$ cat src/design/bpq_pkg.sv
package bpq_pkg;

  localparam int unsigned BYTE_W     = 24;
  localparam int unsigned PLIMIT_W   = 7;
  localparam int unsigned CNT32_W    = 32;
  localparam int unsigned CNT48_W    = 48;
  localparam int unsigned REQ_W      = 3;
  localparam int unsigned STATUS_W   = 3;

  localparam logic [PLIMIT_W-1:0] PLIMIT_RESET = 7'd64;
  localparam logic [BYTE_W-1:0]   BLIMIT_RESET = 24'd65536;

  typedef enum logic [REQ_W-1:0] {
    REQ_PUSH  = 3'd0,
    REQ_POP   = 3'd1,
    REQ_CLEAR = 3'd2,
    REQ_START = 3'd3,
    REQ_STOP  = 3'd4
  } req_e;

  typedef enum logic [STATUS_W-1:0] {
    ST_OK             = 3'd0,
    ST_EMPTY_PKT      = 3'd1,
    ST_STOPPED        = 3'd2,
    ST_TOO_LARGE      = 3'd3,
    ST_POP_EMPTY_RUN  = 3'd4,
    ST_POP_EMPTY_STOP = 3'd5
  } status_e;

  typedef enum logic {
    REG_PACKET_LIMIT = 1'b0,
    REG_BYTE_LIMIT   = 1'b1
  } reg_e;

  typedef struct packed {
    logic rx_inc;
    logic drop_inc;
  } stat_cmd_t;

  function automatic logic [CNT32_W-1:0] sat_inc32(input logic [CNT32_W-1:0] a);
    logic [CNT32_W:0] s;
    s = {1'b0, a} + {{CNT32_W{1'b0}}, 1'b1};
    return s[CNT32_W] ? {CNT32_W{1'b1}} : s[CNT32_W-1:0];
  endfunction

  function automatic logic [CNT48_W-1:0] sat_add48(input logic [CNT48_W-1:0] a,
                                                   input logic [CNT48_W-1:0] b);
    logic [CNT48_W:0] s;
    s = {1'b0, a} + {1'b0, b};
    return s[CNT48_W] ? {CNT48_W{1'b1}} : s[CNT48_W-1:0];
  endfunction

endpackage

$ cat src/design/bpq_ram.sv
module bpq_ram #(
  parameter int unsigned WIDTH = 32,
  parameter int unsigned DEPTH = 64,
  localparam int unsigned AW = (DEPTH > 1) ? $clog2(DEPTH) : 1
) (
  input  logic             clk_i,
  input  logic             we_i,
  input  logic [AW-1:0]    waddr_i,
  input  logic [WIDTH-1:0] wdata_i,
  input  logic             re_i,
  input  logic [AW-1:0]    raddr_i,
  output logic [WIDTH-1:0] rdata_o
);

  logic [WIDTH-1:0] mem [DEPTH];
  logic [WIDTH-1:0] rdata_q;

  always_ff @(posedge clk_i) begin
    if (we_i) begin
      mem[waddr_i] <= wdata_i;
    end
    if (re_i) begin
      rdata_q <= mem[raddr_i];
    end
  end

  assign rdata_o = rdata_q;

endmodule

$ cat src/design/bpq_stats.sv
module bpq_stats #(
  parameter int unsigned LEN_WIDTH = 16
) (
  input  logic                   clk_i,
  input  logic                   rst_ni,
  input  bpq_pkg::stat_cmd_t     cmd_i,
  input  logic [LEN_WIDTH-1:0]   rx_len_i,
  input  logic [LEN_WIDTH-1:0]   drop_len_i,
  output logic [31:0]            rx_pkt_o,
  output logic [47:0]            rx_byte_o,
  output logic [31:0]            drop_pkt_o,
  output logic [47:0]            drop_byte_o
);
  import bpq_pkg::*;

  logic [CNT32_W-1:0] rx_pkt_q, drop_pkt_q;
  logic [CNT48_W-1:0] rx_byte_q, drop_byte_q;

  always_ff @(posedge clk_i or negedge rst_ni) begin
    if (!rst_ni) begin
      rx_pkt_q    <= '0;
      rx_byte_q   <= '0;
      drop_pkt_q  <= '0;
      drop_byte_q <= '0;
    end else begin
      if (cmd_i.rx_inc) begin
        rx_pkt_q  <= sat_inc32(rx_pkt_q);
        rx_byte_q <= sat_add48(rx_byte_q, CNT48_W'(rx_len_i));
      end
      if (cmd_i.drop_inc) begin
        drop_pkt_q  <= sat_inc32(drop_pkt_q);
        drop_byte_q <= sat_add48(drop_byte_q, CNT48_W'(drop_len_i));
      end
    end
  end

  assign rx_pkt_o    = rx_pkt_q;
  assign rx_byte_o   = rx_byte_q;
  assign drop_pkt_o  = drop_pkt_q;
  assign drop_byte_o = drop_byte_q;

endmodule

$ cat src/design/bounded_packet_queue_drop_oldest.sv
// Steps: start, empty push, stopped push and unknown requests go from accept straight to the finish state;
// pop reads the head entry first; push loops over a check and a drop of the head entry while it must make
// room; clear and stop drop every held entry the same way. Each drop is one ring read plus update.
// Items are worked one at a time; a result waits in the finish state while the output is stalled.
// Reset (async, active low): queue empty, pointers zero, stopped, stat counters zero,
// packet limit 64, byte limit 65536; ring contents are not cleared.
module bounded_packet_queue_drop_oldest #(
  parameter int unsigned QUEUE_DEPTH = 64,
  parameter int unsigned LEN_WIDTH   = 16,
  parameter int unsigned TAG_WIDTH   = 16,
  localparam int unsigned CW     = $clog2(QUEUE_DEPTH + 1),
  localparam int unsigned IN_W   = ((LEN_WIDTH + TAG_WIDTH + 7) / 8) * 8,
  localparam int unsigned OUT_BITS = TAG_WIDTH + LEN_WIDTH + CW + 24 + 32 + 48 + 32 + 48,
  localparam int unsigned OUT_W  = ((OUT_BITS + 7) / 8) * 8
) (
  input  logic             clk_i,
  input  logic             rst_ni,
  input  logic             s_axis_tvalid,
  output logic             s_axis_tready,
  input  logic [IN_W-1:0]  s_axis_tdata,   // pkt_len, pkt_tag
  input  logic [2:0]       s_axis_tuser,   // req_type
  output logic             m_axis_tvalid,
  input  logic             m_axis_tready,
  // out_tag, out_len, held packets, held bytes, rx packet total,
  // rx byte total, drop packet total, drop byte total
  output logic [OUT_W-1:0] m_axis_tdata,
  output logic [2:0]       m_axis_tuser,   // status
  input  logic             cfg_valid_i,
  output logic             cfg_ready_o,
  input  logic             cfg_index_i,
  input  logic [23:0]      cfg_data_i
);
  import bpq_pkg::*;

  localparam int unsigned AW = (QUEUE_DEPTH > 1) ? $clog2(QUEUE_DEPTH) : 1;
  localparam int unsigned PW = (CW > PLIMIT_W) ? CW : PLIMIT_W;
  localparam int unsigned SW = ((LEN_WIDTH > BYTE_W) ? LEN_WIDTH : BYTE_W) + 1;
  localparam int unsigned DW = LEN_WIDTH + TAG_WIDTH;

  typedef enum logic [2:0] {
    S_IDLE,
    S_LOOP,
    S_DROP,
    S_POP,
    S_FIN
  } state_e;

  state_e              state_q, state_d;
  logic [AW-1:0]       head_q, head_d, tail_q, tail_d;
  logic [CW-1:0]       count_q, count_d;
  logic [BYTE_W-1:0]   held_q, held_d;
  logic                running_q, running_d;
  logic                flush_q, flush_d;
  logic                out_valid_q, out_valid_d;
  logic [PLIMIT_W-1:0] plimit_q;
  logic [BYTE_W-1:0]   blimit_q;

  // item payload and result fields
  logic [LEN_WIDTH-1:0] len_q;
  logic [TAG_WIDTH-1:0] tag_q;
  logic [LEN_WIDTH-1:0] res_len_q, res_len_d;
  logic [TAG_WIDTH-1:0] res_tag_q, res_tag_d;
  status_e              status_q, status_d;
  logic [OUT_W-1:0]     out_data_q;
  logic [2:0]           out_user_q;

  logic                 accept;
  logic [LEN_WIDTH-1:0] in_len;
  logic [TAG_WIDTH-1:0] in_tag;
  logic [PW-1:0]        plim;
  logic [BYTE_W-1:0]    blim;
  logic [SW-1:0]        held_plus;
  logic                 need_drop, too_large, out_load;

  logic                 ram_we, ram_re;
  logic [DW-1:0]        ram_rdata;
  logic [LEN_WIDTH-1:0] rd_len;
  logic [TAG_WIDTH-1:0] rd_tag;

  stat_cmd_t            stat_cmd;
  logic [LEN_WIDTH-1:0] drop_len;
  logic [31:0]          rx_pkt, drop_pkt;
  logic [47:0]          rx_byte, drop_byte;

  assign accept = s_axis_tvalid && s_axis_tready;
  assign in_len = s_axis_tdata[LEN_WIDTH-1:0];
  assign in_tag = s_axis_tdata[LEN_WIDTH +: TAG_WIDTH];
  assign rd_tag = ram_rdata[TAG_WIDTH-1:0];
  assign rd_len = ram_rdata[TAG_WIDTH +: LEN_WIDTH];

  // effective limits
  always_comb begin
    plim = PW'(plimit_q);
    if (plim == '0) begin
      plim = PW'(1);
    end else if (plim > PW'(QUEUE_DEPTH)) begin
      plim = PW'(QUEUE_DEPTH);
    end
    blim = (blimit_q == '0) ? BYTE_W'(1) : blimit_q;
  end

  assign held_plus = SW'(held_q) + SW'(len_q);
  assign too_large = SW'(len_q) > SW'(blim);
  assign need_drop = (count_q != '0) &&
                     (flush_q || (PW'(count_q) >= plim) || (held_plus > SW'(blim)));

  // ring writes and reads never overlap in time: one item at a time, each access
  // finishes before the next one is issued
  assign ram_re = (state_q == S_LOOP && need_drop) ||
                  (accept && s_axis_tuser == REQ_POP && count_q != '0);
  assign ram_we = (state_q == S_LOOP) && !need_drop && !flush_q && !too_large;

  bpq_ram #(
    .WIDTH (DW),
    .DEPTH (QUEUE_DEPTH)
  ) u_ring (
    .clk_i   (clk_i),
    .we_i    (ram_we),
    .waddr_i (tail_q),
    .wdata_i ({len_q, tag_q}),
    .re_i    (ram_re),
    .raddr_i (head_q),
    .rdata_o (ram_rdata)
  );

  always_comb begin
    state_d     = state_q;
    head_d      = head_q;
    tail_d      = tail_q;
    count_d     = count_q;
    held_d      = held_q;
    running_d   = running_q;
    flush_d     = flush_q;
    out_valid_d = out_valid_q;
    status_d    = status_q;
    res_tag_d   = res_tag_q;
    res_len_d   = res_len_q;
    stat_cmd    = '0;
    drop_len    = len_q;
    out_load    = 1'b0;

    if (out_valid_q && m_axis_tready) begin
      out_valid_d = 1'b0;
    end

    case (state_q)
      S_IDLE: begin
        if (accept) begin
          res_tag_d = '0;
          res_len_d = '0;
          status_d  = ST_OK;
          drop_len  = in_len;
          state_d   = S_FIN;
          case (s_axis_tuser)
            REQ_PUSH: begin
              if (in_len == '0) begin
                status_d = ST_EMPTY_PKT;
              end else begin
                stat_cmd.rx_inc = 1'b1;
                if (!running_q) begin
                  stat_cmd.drop_inc = 1'b1;
                  status_d          = ST_STOPPED;
                end else begin
                  flush_d = 1'b0;
                  state_d = S_LOOP;
                end
              end
            end
            REQ_POP: begin
              if (count_q == '0) begin
                status_d = running_q ? ST_POP_EMPTY_RUN : ST_POP_EMPTY_STOP;
              end else begin
                state_d = S_POP;
              end
            end
            REQ_CLEAR: begin
              flush_d = 1'b1;
              state_d = S_LOOP;
            end
            REQ_START: begin
              running_d = 1'b1;
            end
            REQ_STOP: begin
              running_d = 1'b0;
              flush_d   = 1'b1;
              state_d   = S_LOOP;
            end
            default: begin
              state_d = S_FIN;
            end
          endcase
        end
      end
      S_LOOP: begin
        if (need_drop) begin
          state_d = S_DROP;
        end else begin
          state_d = S_FIN;
          if (!flush_q) begin
            if (too_large) begin
              stat_cmd.drop_inc = 1'b1;
              status_d          = ST_TOO_LARGE;
            end else begin
              tail_d  = (tail_q == AW'(QUEUE_DEPTH - 1)) ? '0 : tail_q + AW'(1);
              count_d = count_q + CW'(1);
              held_d  = held_q + BYTE_W'(len_q);
            end
          end
        end
      end
      S_DROP: begin
        // head entry is on the read port: drop it and retry
        drop_len          = rd_len;
        stat_cmd.drop_inc = 1'b1;
        held_d  = (SW'(held_q) >= SW'(rd_len)) ? held_q - BYTE_W'(rd_len) : '0;
        head_d  = (head_q == AW'(QUEUE_DEPTH - 1)) ? '0 : head_q + AW'(1);
        count_d = count_q - CW'(1);
        state_d = S_LOOP;
      end
      S_POP: begin
        res_tag_d = rd_tag;
        res_len_d = rd_len;
        held_d  = (SW'(held_q) >= SW'(rd_len)) ? held_q - BYTE_W'(rd_len) : '0;
        head_d  = (head_q == AW'(QUEUE_DEPTH - 1)) ? '0 : head_q + AW'(1);
        count_d = count_q - CW'(1);
        state_d = S_FIN;
      end
      S_FIN: begin
        // hold until the output slot is free
        if (!out_valid_q || m_axis_tready) begin
          out_load    = 1'b1;
          out_valid_d = 1'b1;
          state_d     = S_IDLE;
        end
      end
      default: begin
        state_d = S_IDLE;
      end
    endcase
  end

  always_ff @(posedge clk_i or negedge rst_ni) begin
    if (!rst_ni) begin
      state_q     <= S_IDLE;
      head_q      <= '0;
      tail_q      <= '0;
      count_q     <= '0;
      held_q      <= '0;
      running_q   <= 1'b0;
      flush_q     <= 1'b0;
      out_valid_q <= 1'b0;
      plimit_q    <= PLIMIT_RESET;
      blimit_q    <= BLIMIT_RESET;
    end else begin
      state_q     <= state_d;
      head_q      <= head_d;
      tail_q      <= tail_d;
      count_q     <= count_d;
      held_q      <= held_d;
      running_q   <= running_d;
      flush_q     <= flush_d;
      out_valid_q <= out_valid_d;
      if (cfg_valid_i) begin
        case (cfg_index_i)
          REG_PACKET_LIMIT: plimit_q <= cfg_data_i[PLIMIT_W-1:0];
          REG_BYTE_LIMIT:   blimit_q <= cfg_data_i[BYTE_W-1:0];
          default:          plimit_q <= plimit_q;
        endcase
      end
    end
  end

  always_ff @(posedge clk_i) begin
    status_q  <= status_d;
    res_tag_q <= res_tag_d;
    res_len_q <= res_len_d;
    if (accept) begin
      len_q <= in_len;
      tag_q <= in_tag;
    end
    if (out_load) begin
      out_data_q <= OUT_W'({drop_byte, drop_pkt, rx_byte, rx_pkt, held_q, count_q,
                            res_len_q, res_tag_q});
      out_user_q <= status_q;
    end
  end

  bpq_stats #(
    .LEN_WIDTH (LEN_WIDTH)
  ) u_stats (
    .clk_i       (clk_i),
    .rst_ni      (rst_ni),
    .cmd_i       (stat_cmd),
    .rx_len_i    (in_len),
    .drop_len_i  (drop_len),
    .rx_pkt_o    (rx_pkt),
    .rx_byte_o   (rx_byte),
    .drop_pkt_o  (drop_pkt),
    .drop_byte_o (drop_byte)
  );

  assign s_axis_tready = (state_q == S_IDLE);
  assign m_axis_tvalid = out_valid_q;
  assign m_axis_tdata  = out_data_q;
  assign m_axis_tuser  = out_user_q;
  assign cfg_ready_o   = 1'b1;

endmodule

$ cat config.mk
export PLATFORM = sky130hd
export DESIGN_NAME = bounded_packet_queue_drop_oldest
export DESIGN_NICKNAME = d
export VERILOG_FILES = /design/src/design/bpq_pkg.sv /design/src/design/bpq_ram.sv /design/src/design/bpq_stats.sv /design/src/design/bounded_packet_queue_drop_oldest.sv
export SDC_FILE = /design/constraint.sdc
export NUM_CORES = 2
export LEC_CHECK = 0
export BUFFER_PORTS_ARGS = -buffer_cell sky130_fd_sc_hd__buf_2
export CORE_ASPECT_RATIO = 0.75
export CORE_MARGIN = 2
export CORE_UTILIZATION = 50
export CTS_BUF_LIST = sky130_fd_sc_hd__clkbuf_8 sky130_fd_sc_hd__clkbuf_16
export CTS_CLUSTER_DIAMETER = 60
export DETAILED_ROUTE_END_ITERATION = 8
export GPL_ROUTABILITY_DRIVEN = 0
export PLACE_DENSITY = 0.74
export SYNTH_ARGS = -nofsm -noshare
export SYNTH_HDL_FRONTEND = slang
export SYNTH_SLANG_ARGS = --single-unit
$ cat constraint.sdc
create_clock -name clk_i -period 8.7 [get_ports clk_i]
set_input_delay 0.435 -clock clk_i [delete_from_list [all_inputs] [get_ports clk_i]]
set_output_delay 0.435 -clock clk_i [all_outputs]
set_load 0.005 [all_outputs]
Yosys cells after proc, flatten, opt, wreduce, memory -nomap -nowiden --
Memories as Yosys holds them, arrays and structs flattened. A register that Yosys moved wholly into a read port is not among the register bits. Index checks and enable logic that the tools add are counted.
Operators by class: bitwise operators 4, reductions and logical operators 40, equality and inequality tests 18, multiplexer cells 61, add/sub/neg operators 11, magnitude comparators 5
Operators with widths (count):
- 2-to-1 mux 24 bit | 5
- adder 48 x 16 -> 49 bit | 2
- 2-to-1 mux 48 bit | 2
- one-hot mux 16 bit (2 select lines) | 3
- adder 32 x 1 -> 33 bit, second input constant | 2
- 2-to-1 mux 32 bit | 2
- one-hot mux 24 bit (2 select lines) | 1
- 2-to-1 mux 7 bit | 5
- 2-to-1 mux 3 bit | 11
- 2-to-1 mux 16 bit | 2
- adder 24 x 16 -> 25 bit | 1
- > comparator 25 x 24 -> 1 bit | 1
- adder 24 x 16 -> 24 bit | 1
- greater-or-equal comparator 24 x 16 -> 1 bit | 1
- > comparator 16 x 24 -> 1 bit | 1
- zero test 24 bit | 1
- subtractor 24 x 16 -> 24 bit | 1
- zero test 16 bit | 1
- 2-to-1 mux 1 bit | 15
- one-hot mux 3 bit (5 select lines) | 1
- zero test 7 bit | 2
- != test 2 bit, second input constant | 7
- one-hot mux 7 bit (2 select lines) | 1
- adder 6 x 1 -> 6 bit, second input constant | 2
- 27 further kinds | 68
Storage, ports and cells: flip-flop bits (word level) 533, memories 1, output and inout bits 230, memory bits (writable) 2048, input port bits 65, word-level logic and storage cells 161
Memories:
- u_ring.mem | words 64, bits a word 32, rd ports 1, clocked after Yosys merged registers in 1, write ports 1, line bpq_ram.sv:15 | logic [WIDTH-1:0] mem [DEPTH];

Longest topological paths before layout --
word-level depth 13, gate-level depth with buffers 22, gate-level depth less buffers 20

Hierarchy --
A second synthesis with hierarchy kept.
Unflattened totals: cells, all modules 5655, area total of the unflattened synthesis 104888.1 µm²
By module, submodules not included:
- bpq_ram | cells an instance 3324, instances 1, sequential area each 62459.9 µm², area each 78840.6 µm²
- bounded_packet_queue_drop_oldest | cells an instance 1269, instances 1, sequential area each 10642.7 µm², area each 16569.6 µm²
- bpq_stats | cells an instance 1062, instances 1, sequential area each 4003.8 µm², area each 9477.8 µm²

Least setup slack after synthesis --
No wires, ideal clock.
path type flip-flop to flip-flop, from register len_q[0], to memory u_ring.mem[27][0], enable pin, library setup time 0.421 ns, arrival 6.450 ns, stages on the path, launching flop included 20, clock period less this slack 6.871 ns, required time 8.279 ns, buffers on the path 1, path slack 1.829 ns, path through dfxtp_1 ha_1 fa_1 a211oi_2 o211ai_1 a41oi_2 a21oi_2 and3_1 xor2_1 ha_1 a21o_1 a21oi_1 o221ai_1 or2_2 o211ai_1 a21oi_2 nor4_4 buf_2 nand4b_1 nor2_1
Between the ends: longest elaborated chain between the ends 10, elaborated cells on any way between the ends 12, classes of those cells add/sub (1); order compare (2); mux (2); reduce/logical (7)
RTL lines:
- start: declaration | line bounded_packet_queue_drop_oldest.sv:59 | logic [LEN_WIDTH-1:0] len_q;
- start signal: assignment | line bounded_packet_queue_drop_oldest.sv:278 | len_q <= in_len;
- adder 24 x 16 -> 25 bit | line bounded_packet_queue_drop_oldest.sv:102 | assign held_plus = SW'(held_q) + SW'(len_q);
- > comparator 25 x 24 -> 1 bit | line bounded_packet_queue_drop_oldest.sv:105 | (flush_q || (PW'(count_q) >= plim) || (held_plus > SW'(blim)));
- logical OR 1 bit | line bounded_packet_queue_drop_oldest.sv:105
- logical AND 1 bit | line bounded_packet_queue_drop_oldest.sv:104 | assign need_drop = (count_q != '0) &&
- zero test 1 bit | line bounded_packet_queue_drop_oldest.sv:111 | assign ram_we = (state_q == S_LOOP) && !need_drop && !flush_q && !too_large;
- logical AND 1 bit (2 in series) | line bounded_packet_queue_drop_oldest.sv:111
- logical AND 1 bit * | line bounded_packet_queue_drop_oldest.sv:111
- 2-to-1 mux 1 bit * | line bpq_ram.sv:19 | if (we_i) begin
- 2-to-1 mux 1 bit (not written as such) * | line bpq_ram.sv:20 | mem[waddr_i] <= wdata_i;
- end: declaration | line bpq_ram.sv:15
Mark *: on every way between the ends. The rest lies on a longest branch, timed or not.

Final worst setup path --
from register held_q[2], to memory u_ring.mem[1][21], enable pin
Between the ends: longest elaborated chain between the ends 10
RTL lines:
- start: declaration | line bounded_packet_queue_drop_oldest.sv:51 | logic [BYTE_W-1:0] held_q, held_d;
- start signal: assignment | line bounded_packet_queue_drop_oldest.sv:259 | held_q <= held_d;
- adder 24 x 16 -> 25 bit | line bounded_packet_queue_drop_oldest.sv:102
- > comparator 25 x 24 -> 1 bit | line bounded_packet_queue_drop_oldest.sv:105
- logical OR 1 bit | line bounded_packet_queue_drop_oldest.sv:105
- logical AND 1 bit | line bounded_packet_queue_drop_oldest.sv:104
- zero test 1 bit | line bounded_packet_queue_drop_oldest.sv:111
- logical AND 1 bit (3 in series) | line bounded_packet_queue_drop_oldest.sv:111
- 2-to-1 mux 1 bit | line bpq_ram.sv:19
- 2-to-1 mux 1 bit (not written as such) | line bpq_ram.sv:20
No other way between the ends.

==> flow_metrics.env <==
export IMPL_status="finished clean"
export IMPL_async_flop_share_pct=9.18
export IMPL_synth_area_per_cell_um2=20.0
export IMPL_cts_sinks=2613
export IMPL_grt_pass1_wl_mm=382
export IMPL_first_pass_iters=6
export IMPL_maxCapViolCount=0
export IMPL_tightest_slew_ns=1.28
export IMPL_synth_most_common_cell="edfxtp_1"
export IMPL_start_util_pct=50.4
export IMPL_path_class="register to register"
export IMPL_path_clk_slew_ns=0.07
export IMPL_worstPathArrival_ns=7.68
export IMPL_synthTopCellsByArea="edfxtp_1 68%, mux4_2 15%, dfrtp_1 5.7%"
export IMPL_synth_warnings=0
export IMPL_die_h_um=399
export IMPL_ant_nets=0
export IMPL_htreeDepth=4
export IMPL_grt_usage_pct=25.3
export IMPL_synthTopCellsByCount="2357 x edfxtp_1, 672 x mux4_2, 242 x nor2_1"
export IMPL_final_util_pct=57.1
export IMPL_setup_violations=0
export IMPL_die_w_um=530
export IMPL_ys_ff_latch=2613
export IMPL_synth_ff_type="edfxtp_1"
export IMPL_skew_ns=0.0786
export IMPL_min_period_ns=7.16
export IMPL_seq_area_mm2=0.0771
export IMPL_rsz0062_at_grt="false"
export IMPL_hold_class="primary input to register"
export IMPL_dieArea_mm2=0.211
export IMPL_vias_per_cell=6.31
export IMPL_drt_wl_total_mm=267
export IMPL_row_count=144
export IMPL_worst_ep_required_time_ns=9.23
export IMPL_gr_total_overflow=0
export IMPL_synth_yosys_seq_area_share_pct=74.3
export IMPL_cts_buffers=239
export IMPL_ir_drop_mv=0.262
export IMPL_drive_above_1_share_pct=27.2
export IMPL_tritoncts="built"
export IMPL_netlist_area_leader_share_pct=68.2
export IMPL_syn_inst=5186
export IMPL_yosysTopAreaCell="edfxtp_1"
export IMPL_synth_area_mm2=0.104
export IMPL_cp_end_kind="register"
export IMPL_antenna_found_initial=20
export IMPL_relSlewSlack_pct=14.4
export IMPL_grt_max_degree=179
export IMPL_multi_input_area_mm2=0.0259
export IMPL_wl_per_cell_um=31.0
export IMPL_synth_fp_nets=5376
export IMPL_cts_buffer_depth=4
export IMPL_leakagePower_nw=38.9
export IMPL_drc=0
export IMPL_synth_cell_types=82
export IMPL_fin_crit_sh_pct=82.2
export IMPL_io_pins=295
export IMPL_powerDensity_mw_per_mm2=334
export IMPL_grt_pass1_vias=52200
export IMPL_synth_edff_count=2357
export IMPL_slew_viol_final=0
export IMPL_crit_fanout=18
export IMPL_fillCellCount=14900
export IMPL_insertion_delay_ns=0.91
export IMPL_fin_nets=5834
export IMPL_totalNegativeSetupSlack_ns=0
export IMPL_ctsRootBufferMaster="clkbuf_16"
export IMPL_hold_violations=0
export IMPL_cp_start_kind="register"
export IMPL_vias=54300
export IMPL_dp_final_hpwl_mm=164
export IMPL_drtIter0Drc=7625
export IMPL_max_freq_mhz=140
export IMPL_area_growth_pct=13.3
export IMPL_core_area_mm2=0.206
export IMPL_power_mw=39.2
export IMPL_io_buffers=292
power by group:
part	switching (mW)	internal, mW	leakage, nW
Sequential	0.741	15.7	24.5
Combinational	7.64	4.71	10.5
Clock	4.61	5.80	3.95
Total	13.0	26.2	38.9
through the flow:
stage | instances | area, um^2 | hold WS [ns] | worst slack [ns]
after detailed placement | 8111 | 109000 | 0.405 | 1.70
after global routing | 8613 | 118000 | 0.0399 | 1.05
final | 8615 | 118000 | 0.0635 | 1.54
after global placement | 8111 | 109000 | 0.400 | 1.70
after floorplan | 5186 | 104000 | 0.139 | 1.83
after CTS | 8613 | 118000 | 0.00847 | 1.59
cell usage in the layout (no fill, tap or decap), types with 11 or more instances in the layout:
master         instances
edfxtp_1            2357
mux4_2               672
buf_2                291
clkbuf_16            240
dfrtp_1              231
nand2_1              209
nor2_1               177
a21oi_1              157
inv_1                129
ha_1                 120
buf_4                 87
and3_1                72
mux2_2                70
nand3_1               68
dlygate4sd3_1         66
nor2_4                65
o21ai_0               60
xor2_1                60
a31oi_1               60
xnor2_1               51
clkinv_1              51
nand4_1               46
clkinv_2              44
nor3_1                36
a21o_1                31
nor2b_1               27
bufinv_16             26
nor4_1                23
o31ai_1               20
a211oi_1              18
and2_1                18
a22oi_1               17
nand2b_1              16
dfxtp_2               16
and4_1                11
cells by family (layout without fill, tap and decap cells):
group | Yosys count | after routing | synth area share, %
flip-flops | 2613 | 2613 | 74.3
AND/OR/NAND/NOR | 808 | 808 | 3.76
multiplexers | 750 | 750 | 15.4
AO/OA/AOI/OAI | 456 | 456 | 2.82
buffers and inverters | 321 | 974 | 1.19
adder cells (fa/ha/maj) | 125 | 125 | 1.54
XOR/XNOR | 111 | 111 | 0.937
other | 2 | 4 | 0.00724
registers in the layout (all words and copies together) (netlist names), 32 cells and up:
name                 flops
m_axis_tdata           223
u_ring.mem            2048
u_ring.rdata_o          32
u_stats.drop_byte_o     48
u_stats.drop_pkt_o      32
u_stats.rx_byte_o       48
u_stats.rx_pkt_o        32
layer usage:
metal,global-route usage [%],routed length (um),up-vias
met5,0,14,-
met4,8.12,9690,2
met2,38.0,122000,3244
li1,-,-,22200
met1,36.5,106000,28400
met3,6.27,29900,414
critical path, stage by stage (launching register included):
cell,delay [ns]
dfrtp_1,0.43
ha_1,0.41
o21ai_0,0.10
nor2_1,0.16
o21ai_0,0.24
o21ai_0,0.43
nand2_1,0.11
a21oi_1,0.49
and2_1,0.27
nand2_1,0.08
xnor2_1,0.13
ha_1,0.19
a21o_1,0.15
a21oi_1,0.13
o221ai_1,0.13
or2_2,0.31
o211ai_1,0.18
a21oi_2,0.23
nor4_4,0.71
buf_4,0.33
nand4bb_1,0.14
buf_4,0.27
nor2_4,0.74
buf_4,0.39
repair_timing:
| action | 4_1_cts | 5_1_grt |
|---|---|---|
| endpoints found under the hold margin | 189 | 0 |
| hold buffers | 66 | 0 |
| setup buffers | 0 | 0 |
| resized for setup | 0 | 0 |
worst paths after layout:
check	from	endpoint	slack, ns	cells after the start
max	held_q[2]	u_ring.mem[1][21]	1.54	23
min	cfg_index_i	plimit_q[5]	0.06	3
max in group asynchronous	rst_ni	state_q[0]	6.88	3
min reg2reg	res_tag_q[8]	m_axis_tdata[8]	0.41	0
max reg2reg	held_q[2]	u_ring.mem[1][21]	1.54	23
min in group asynchronous	rst_ni	u_stats.drop_pkt_o[18]	0.22	2
area by class of cell:
class / instances / area share, %
clock buffer: 241 / 5.12
inverter: 83 / 0.265
clock inverter: 195 / 1.42
antenna: 2 / 0.00426
tap: 2774 / 2.95
multi-input combinational: 2252 / 22.1
timing repair buffer: 455 / 2.54
sequential: 2613 / 65.6
No activity file was read; power rests on OpenSTA's default activity.
